--- src/sv/edtd_pkg.sv ---
// Types and constants for the EDID detailed timing decoder.
// No dependencies; used by the top level and its checker.
package edtd_pkg;

  typedef enum logic [2:0] {
    STAT_OK         = 3'd0,
    STAT_ZERO_CLK   = 3'd1,
    STAT_INTERLACED = 3'd2,
    STAT_ZERO_SIZE  = 3'd3,
    STAT_SYNC_RANGE = 3'd4
  } status_e;

  typedef enum logic [1:0] {
    ASPECT_NONE = 2'd0,
    ASPECT_4_3  = 2'd1,
    ASPECT_16_9 = 2'd2
  } aspect_e;

  localparam logic [6:0]  DEFAULT_HZ = 7'd50;
  localparam logic [6:0]  MIN_HZ     = 7'd24;
  localparam logic [6:0]  MAX_HZ     = 7'd120;

  // rounding bias for the kHz result
  localparam logic [9:0]  ROUND_BIAS = 10'd500;

  // x / 1000 = (x >> 3) / 125; /125 by reciprocal ceil(2^37 / 125), exact for 30-bit x
  localparam int unsigned DIV_SHIFT  = 37;
  localparam logic [30:0] DIV_RECIP  = 31'd1099511628;

  // hmm / 25 by reciprocal ceil(2^17 / 25), exact for 12-bit hmm
  localparam int unsigned TOL_SHIFT  = 17;
  localparam logic [12:0] TOL_RECIP  = 13'd5243;

  typedef struct packed {
    logic [11:0] hactive;
    logic [12:0] hsync_begin;
    logic [12:0] hsync_finish;
    logic [12:0] htotal;
    logic [11:0] vactive;
    logic [12:0] vsync_begin;
    logic [12:0] vsync_finish;
    logic [12:0] vtotal;
  } timing_t;

  typedef struct packed {
    timing_t     tim;
    logic [1:0]  pol;
    logic [11:0] wmm;
    logic [11:0] hmm;
    logic [7:0]  tol;
    logic [6:0]  hz;
    status_e     status;
  } unpack_t;

  typedef struct packed {
    timing_t     tim;
    logic [1:0]  pol;
    aspect_e     aspect;
    logic [25:0] area;
    logic [6:0]  hz;
    status_e     status;
  } area_t;

  typedef struct packed {
    timing_t     tim;
    logic [1:0]  pol;
    aspect_e     aspect;
    logic [29:0] scaled;
    status_e     status;
  } scale_t;

  typedef struct packed {
    timing_t     tim;
    logic [22:0] pclk;
    logic [1:0]  pol;
    aspect_e     aspect;
    status_e     status;
  } result_t;

endpackage

--- src/sv/edid_detailed_timing_decode.sv ---
// EDID detailed timing descriptor decoder, four-stage pipeline.
// An accepted word passes through the stage 1, 2 and 3 registers into the output register.
// Throughput: one word per cycle while not stalled; the 30x31 reciprocal multiply
// in the last stage and the 26x7 refresh multiply before it set the stage depth.
// Reset: asynchronous, active low; clears all stage valids, refresh register to 50 Hz.
// Depends on edtd_pkg.
module edid_detailed_timing_decode
  import edtd_pkg::*;
(
  input  logic        clk_i,
  input  logic        rst_ni,
  // refresh register write channel
  input  logic        cfg_valid_i,
  output logic        cfg_ready_o,
  input  logic [6:0]  cfg_wdata_i,
  // descriptor words in
  input  logic        in_valid_i,
  output logic        in_stall_o,
  input  logic [47:0] desc_bytes_0_5_i,
  input  logic [47:0] desc_bytes_6_11_i,
  input  logic [47:0] desc_bytes_12_17_i,
  // decoded timing out
  output logic        out_valid_o,
  input  logic        out_stall_i,
  output logic [11:0] hactive_o,
  output logic [12:0] hsync_begin_o,
  output logic [12:0] hsync_finish_o,
  output logic [12:0] htotal_o,
  output logic [11:0] vactive_o,
  output logic [12:0] vsync_begin_o,
  output logic [12:0] vsync_finish_o,
  output logic [12:0] vtotal_o,
  output logic [22:0] pixel_clock_khz_o,
  output logic [1:0]  sync_polarity_o,
  output logic [1:0]  aspect_code_o,
  output logic [2:0]  status_o
);

  // ---------------------------------------------------------------------------
  // Refresh register, always ready. The user writes it only while the pipe is empty; not enforced.
  // ---------------------------------------------------------------------------
  logic [6:0] hz_q;

  assign cfg_ready_o = 1'b1;

  always_ff @(posedge clk_i or negedge rst_ni) begin
    if (!rst_ni) begin
      hz_q <= DEFAULT_HZ;
    end else if (cfg_valid_i && cfg_ready_o) begin
      hz_q <= cfg_wdata_i;
    end
  end

  // ---------------------------------------------------------------------------
  // Pipeline flow control. Each stage loads when it is empty or the stage
  // after it moves, so bubbles collapse and a stall holds the full stages past the last bubble.
  // ---------------------------------------------------------------------------
  logic v1_q, v2_q, v3_q, v4_q;
  logic en1, en2, en3, en4;

  assign en4        = !v4_q || !out_stall_i;
  assign en3        = !v3_q || en4;
  assign en2        = !v2_q || en3;
  assign en1        = !v1_q || en2;
  assign in_stall_o = !en1;

  always_ff @(posedge clk_i or negedge rst_ni) begin
    if (!rst_ni) begin
      v1_q <= 1'b0;
      v2_q <= 1'b0;
      v3_q <= 1'b0;
      v4_q <= 1'b0;
    end else begin
      if (en1) v1_q <= in_valid_i;
      if (en2) v2_q <= v1_q;
      if (en3) v3_q <= v2_q;
      if (en4) v4_q <= v3_q;
    end
  end

  // ---------------------------------------------------------------------------
  // Stage 1: unpack the descriptor, run the checks, form the timing sums.
  // A rejected word has every field but status zeroed here, hz included, so the later
  // stages give a zero clock, polarity and aspect with no extra muxing.
  // ---------------------------------------------------------------------------
  logic [143:0] desc;
  logic [7:0]   b [18];
  logic [15:0]  pclk;
  logic [11:0]  ha, hb, va, vb, wmm, hmm;
  logic [9:0]   hso, hsw;
  logic [5:0]   vso, vsw;
  logic [7:0]   fl;
  logic [24:0]  tol_prod;
  logic [6:0]   hz_sel;
  status_e      status;
  unpack_t      s1_d, s1_q;

  assign desc = {desc_bytes_12_17_i, desc_bytes_6_11_i, desc_bytes_0_5_i};

  always_comb begin
    for (int k = 0; k < 18; k++) begin
      b[k] = desc[8*k +: 8];
    end
  end

  assign pclk = {b[1], b[0]};
  assign ha   = {b[4][7:4], b[2]};
  assign hb   = {b[4][3:0], b[3]};
  assign va   = {b[7][7:4], b[5]};
  assign vb   = {b[7][3:0], b[6]};
  assign hso  = {b[11][7:6], b[8]};
  assign hsw  = {b[11][5:4], b[9]};
  assign vso  = {b[11][3:2], b[10][7:4]};
  assign vsw  = {b[11][1:0], b[10][3:0]};
  assign wmm  = {b[14][7:4], b[12]};
  assign hmm  = {b[14][3:0], b[13]};
  assign fl   = b[17];

  // out-of-range refresh falls back to the default
  assign hz_sel   = (hz_q inside {[MIN_HZ:MAX_HZ]}) ? hz_q : DEFAULT_HZ;
  assign tol_prod = 25'(hmm) * 25'(TOL_RECIP);

  // first failing check wins
  always_comb begin
    if (pclk == 16'd0) begin
      status = STAT_ZERO_CLK;
    end else if (fl[7]) begin
      status = STAT_INTERLACED;
    end else if (ha == 12'd0 || va == 12'd0 || hb == 12'd0 || vb == 12'd0) begin
      status = STAT_ZERO_SIZE;
    end else if ((12'(hso) + 12'(hsw) > hb) || (12'(vso) + 12'(vsw) > vb)) begin
      status = STAT_SYNC_RANGE;
    end else begin
      status = STAT_OK;
    end
  end

  always_comb begin
    s1_d = '0;
    s1_d.status = status;
    if (status == STAT_OK) begin
      s1_d.tim.hactive      = ha;
      s1_d.tim.hsync_begin  = 13'(ha) + 13'(hso);
      s1_d.tim.hsync_finish = 13'(ha) + 13'(hso) + 13'(hsw);
      s1_d.tim.htotal       = 13'(ha) + 13'(hb);
      s1_d.tim.vactive      = va;
      s1_d.tim.vsync_begin  = 13'(va) + 13'(vso);
      s1_d.tim.vsync_finish = 13'(va) + 13'(vso) + 13'(vsw);
      s1_d.tim.vtotal       = 13'(va) + 13'(vb);
      // polarity only for digital separate sync
      s1_d.pol = (fl[4] && fl[3]) ? {fl[2], fl[1]} : 2'b11;
      s1_d.wmm = wmm;
      s1_d.hmm = hmm;
      s1_d.tol = tol_prod[TOL_SHIFT +: 8];
      s1_d.hz  = hz_sel;
    end
  end

  always_ff @(posedge clk_i) begin
    if (en1) s1_q <= s1_d;
  end

  // ---------------------------------------------------------------------------
  // Stage 2: frame area and aspect class (4:3 tested before 16:9).
  // ---------------------------------------------------------------------------
  logic [16:0] w3, w9, h4, h16;
  aspect_e     aspect;
  area_t       s2_d, s2_q;

  assign w3  = 17'(s1_q.wmm) * 17'd3;
  assign w9  = 17'(s1_q.wmm) * 17'd9;
  assign h4  = {3'b000, s1_q.hmm, 2'b00};
  assign h16 = {1'b0, s1_q.hmm, 4'b0000};

  always_comb begin
    if (s1_q.wmm == 12'd0 || s1_q.hmm == 12'd0) begin
      aspect = ASPECT_NONE;
    end else if (w3 >= h4 - 17'(s1_q.tol) && w3 <= h4 + 17'(s1_q.tol)) begin
      aspect = ASPECT_4_3;
    end else if (w9 >= h16 - 17'(s1_q.tol) && w9 <= h16 + 17'(s1_q.tol)) begin
      aspect = ASPECT_16_9;
    end else begin
      aspect = ASPECT_NONE;
    end
  end

  always_comb begin
    s2_d.tim    = s1_q.tim;
    s2_d.pol    = s1_q.pol;
    s2_d.aspect = aspect;
    s2_d.area   = 26'(s1_q.tim.htotal) * 26'(s1_q.tim.vtotal);
    s2_d.hz     = s1_q.hz;
    s2_d.status = s1_q.status;
  end

  always_ff @(posedge clk_i) begin
    if (en2) s2_q <= s2_d;
  end

  // ---------------------------------------------------------------------------
  // Stage 3: area times refresh plus rounding bias; the /8 part of /1000 is
  // taken here as a shift.
  // ---------------------------------------------------------------------------
  logic [32:0] biased;
  scale_t      s3_d, s3_q;

  assign biased = 33'(s2_q.area) * 33'(s2_q.hz) + 33'(ROUND_BIAS);

  always_comb begin
    s3_d.tim    = s2_q.tim;
    s3_d.pol    = s2_q.pol;
    s3_d.aspect = s2_q.aspect;
    s3_d.scaled = biased[32:3];
    s3_d.status = s2_q.status;
  end

  always_ff @(posedge clk_i) begin
    if (en3) s3_q <= s3_d;
  end

  // ---------------------------------------------------------------------------
  // Stage 4: /125 by reciprocal multiply into the output register.
  // ---------------------------------------------------------------------------
  logic [60:0] quot_prod;
  result_t     out_d, out_q;

  assign quot_prod = 61'(s3_q.scaled) * 61'(DIV_RECIP);

  always_comb begin
    out_d.tim    = s3_q.tim;
    out_d.pclk   = quot_prod[DIV_SHIFT +: 23];
    out_d.pol    = s3_q.pol;
    out_d.aspect = s3_q.aspect;
    out_d.status = s3_q.status;
  end

  always_ff @(posedge clk_i) begin
    if (en4) out_q <= out_d;
  end

  assign out_valid_o       = v4_q;
  assign hactive_o         = out_q.tim.hactive;
  assign hsync_begin_o     = out_q.tim.hsync_begin;
  assign hsync_finish_o    = out_q.tim.hsync_finish;
  assign htotal_o          = out_q.tim.htotal;
  assign vactive_o         = out_q.tim.vactive;
  assign vsync_begin_o     = out_q.tim.vsync_begin;
  assign vsync_finish_o    = out_q.tim.vsync_finish;
  assign vtotal_o          = out_q.tim.vtotal;
  assign pixel_clock_khz_o = out_q.pclk;
  assign sync_polarity_o   = out_q.pol;
  assign aspect_code_o     = out_q.aspect;
  assign status_o          = out_q.status;

endmodule

--- config.mk ---
export PLATFORM = sky130hd
export DESIGN_NAME = edid_detailed_timing_decode
export DESIGN_NICKNAME = d
export VERILOG_FILES = /design/src/sv/edtd_pkg.sv /design/src/sv/edid_detailed_timing_decode.sv
export SDC_FILE = /design/constraint.sdc
export NUM_CORES = 2
export LEC_CHECK = 0
export ABC_CLOCK_PERIOD_IN_PS = 10300
export BUFFER_PORTS_ARGS = -buffer_cell sky130_fd_sc_hd__buf_2
export CAP_MARGIN = 0
export CORE_ASPECT_RATIO = 1.75
export CORE_MARGIN = 1.5
export CORE_UTILIZATION = 25
export CTS_BUF_LIST = sky130_fd_sc_hd__clkbuf_16
export DETAILED_ROUTE_END_ITERATION = 10
export SETUP_SLACK_MARGIN = 0.02
export SLEW_MARGIN = 20
export SYNTH_ARGS = -nofsm -noshare
export SYNTH_HDL_FRONTEND = slang
export SYNTH_SLANG_ARGS = --single-unit
export TNS_END_PERCENT = 20
--- constraint.sdc ---
create_clock -name clk_i -period 10.3 [get_ports clk_i]
set_input_delay 3.09 -clock clk_i [delete_from_list [all_inputs] [get_ports clk_i]]
set_output_delay 3.09 -clock clk_i [all_outputs]
set_load 0.02 [all_outputs]
==> summary.md <==
| Metric | Value |
|---|---|
| Top_reg_cell synth | edfxtp_1 |
| Setup TNS | 0 ns |
| First-pass GRT wire length | 206,900 µm |
| Antenna violations before repair | 44 |
| # clock sinks | 570 |
| Slew Viols, Final | 0 |
| Max-slew headroom | 25.65% |
| Post-route clock period utilization | 81.90% |
| Clk_skew | 0.07342 ns |
| Post-Syn Area | 0.05177 mm² |
| Hold_buf cts | 0 |
| Compound-Gate Fraction of Synth Area | 5.806% |
| Pre-Repair DR Iteration Count | 7 |
| Final setup viols | 0 |
| Post-CTS Setup Inserts | 0 |
| Final hold viol count | 0 |
| Via density | 4.389 |
| Hold Path Class | reg -> reg |
| Final RePlAce weighted congestion | 0.9198 |
| # resized after CTS | 0 |
| Die span in x | 347.0 µm |
| Final WS setup | 1.865 ns |
| Layout cells sized above 1 | 8.626% |
| Vias after detailed routing | 33.16k |
| Ys async rst share | 1.930% |
| CP max FO | 10 |
| Worst EP arrival | 8.88 ns |
| Initial Utilization | 25.18% |
| Vias in the first global route | 36.42k |
| Worst hold slack | 0.3848 ns |
| Cts bufs inserted | 59 |
| Post-synthesis cell type count | 71 |
| Syn Area/Cell | 11.40 µm² |
| Seq/Total Area, Yosys | 32.97% |
| Largest family of logic cells by synthesized area | adder cells |
| Drt wl/cell | 17.75 µm |
| Tmin final | 8.435 ns |
| Synth warnings | 0 |
| IO Count | 291 |
| Number of synthesized flops with an enable pin | 559 |
| Synth top area cells | edfxtp_1 32%, fa_1 22%, ha_1 19% |
| Antenna Violating Nets Remaining | 0 |
| Largest net degree at the start of global routing | 123 |
| Mux cell area share after synthesis | 0.1305% |
| Port Buf Inserts | 270 |
| DP HPWL | 110,900 µm |
| FF/Latch Area | 0.01707 mm² |
| GRT Util Overall | 12.85% |
| Crit path kind | reg -> reg |
| Post-Synth Adder-Cell Area | 41.50% |
| Total Wirelength | 134,100 µm |
| Run status | completed |
| WP data required | 10.75 ns |
| Fmax | 118.6 MHz |
| Synthesized Nets | 6,065 |
| CTS tree | built |
| Register bit total from synthesis | 570 |
| Core area | 0.2056 mm² |
| Commonest cells after routing, fill and taps aside | 943 x inv_1, 792 x ha_1, 578 x fa_1 |
| Fill cell count | 21.20k |
| Multi-input logic area | 0.03095 mm² |
| Synth top area share | 32.43% |
| GRT Residual Overflow | 0 |
| Skew-Pair Late Insertion Delay | 0.72 ns |
| DRC viols | 0 |
| # nets final | 6,345 |
| Commonest non-fill, non-tap cell in the layout | inv_1 |
| Max-cap viol count | 0 |
| Max Buffers Root-to-Sink | 3 |
| Post-Synth XOR/XNOR Area | 3.350% |
| Htree depth | 2 |
| Post-synthesis simple-gate area fraction | 8.921% |
| Post-place setup slack | 1.647 ns |
| Worst-path clk slew | 0.06 ns |
| Row count | 220 |
| Full die area | 0.2099 mm² |
| Die Span Y | 605.0 µm |
| Slew @ Worst Pin | 1.115 ns |
| Syn Inst Count | 4,539 |
| CP endpoint kind | flip-flop |
| RSZ-0062 raised after global routing | false |
| Root Buffer | clkbuf_16 |
| Top cell type by total area after synthesis | edfxtp_1 |
| Layout area overhead | 13.15% |
| Startpoint types | flip-flop |
| Drt first-iter violations | 1,271 |
[sequential cells by signal (all words and copies together) (netlist names), 13 cells and up]
signal and cells:
s2_q 142, s1_q 134, out_d 109, s3_q 30, pixel_clock_khz_o 23, hsync_begin_o 13, hsync_finish_o 13, htotal_o 13
vsync_begin_o 13, vsync_finish_o 13, vtotal_o 13
[per-stage QoR]
step	cell area [µm²]	utilization, %	cells
after detailed placement	56380	27.42	7422
after floorplan	51770	-	4539
after CTS	58520	28.46	7533
final	58570	28.49	7554
after global placement	56380	27.42	7422
after global routing	58550	28.47	7545
[cell type report]
type	instances	share of cell area [%]
sequential	570	29.14
antenna	21	0.08972
clock inverter	52	1.128
clock buffer	59	2.521
inverter	940	6.033
tap	2664	5.691
timing repair buffer	288	2.559
multi-input combinational	2960	52.84
[metal layers]
layer  GRT usage (%)  share of wire (%)  routed length (µm)  up-vias
li1                -                  -                   -    15540
met1           13.54                 36               48930    16540
met2           24.31                 53               70940      800
met5               0               0.11                 148        -
met3           2.839                6.0                8095      257
met4           5.380                4.5                5981       22
[worst paths after layout]
path | startpoint | end | slack, ns | cells after the start
max | s3_q[14]$_DFFE_PP_ | pixel_clock_khz_o[22]$_DFFE_PP_ | 1.86 | 23
min in group asynchronous | rst_ni | v2_q$_DFFE_PN0P_ | 2.30 | 1
min | s2_q[97]$_DFFE_PP_ | out_d[87]$_DFFE_PP_ | 0.38 | 0
min reg2reg | s2_q[97]$_DFFE_PP_ | out_d[87]$_DFFE_PP_ | 0.38 | 0
max reg2reg | s3_q[14]$_DFFE_PP_ | pixel_clock_khz_o[22]$_DFFE_PP_ | 1.86 | 23
max in group asynchronous | rst_ni | hz_q[1]$_DFFE_PN1P_ | 7.68 | 1
[worst max-delay path: stages, from the launching register on]
cell	delay, ns
edfxtp_1	0.80
ha_1	0.36
fa_1	0.41
fa_1	0.49
inv_1	0.05
fa_1	0.48
inv_1	0.05
fa_1	0.49
fa_1	0.48
fa_1	0.52
inv_1	0.05
fa_1	0.54
inv_1	0.06
ha_1	0.35
a21oi_1	0.48
o21ai_0	0.20
a21oi_1	0.21
o211ai_1	0.30
a32oi_1	0.70
a21oi_4	0.14
o311ai_1	0.57
o21ai_1	0.20
a21oi_1	0.21
xnor2_1	0.08
[logic make-up after synthesis]
family / after synthesis
AOI/OAI and AO/OA: 471
xor gates and xnor gates: 198
adders and majority gates: 1370
buffers and inverters: 1009
DFF: 570
muxes: 6
other: 1
and+or+nand+nor: 914
[cells in the mapped netlist (6+ instances only)]
library cell,n
nor3b_1,7
xor2_1,70
edfxtp_1,559
nand4_1,29
nand2_1,266
and2_1,234
clkbuf_1,64
nor3_1,40
a21oi_1,161
a31oi_1,13
mux2_2,6
xnor2_1,128
o21ai_0,35
o211ai_1,10
nand2b_1,32
nand3_1,31
a211oi_1,12
o21bai_1,36
fa_1,578
nor4_1,25
and3_1,18
nor2_1,164
o21a_1,19
dfrtp_1,8
a21o_1,80
ha_1,792
nor2b_1,45
inv_1,940
a21boi_1,6
o21ai_1,48
Power is not shown: default switching activity piles up to over one toggle a cycle in this logic, so the estimate is an artifact.
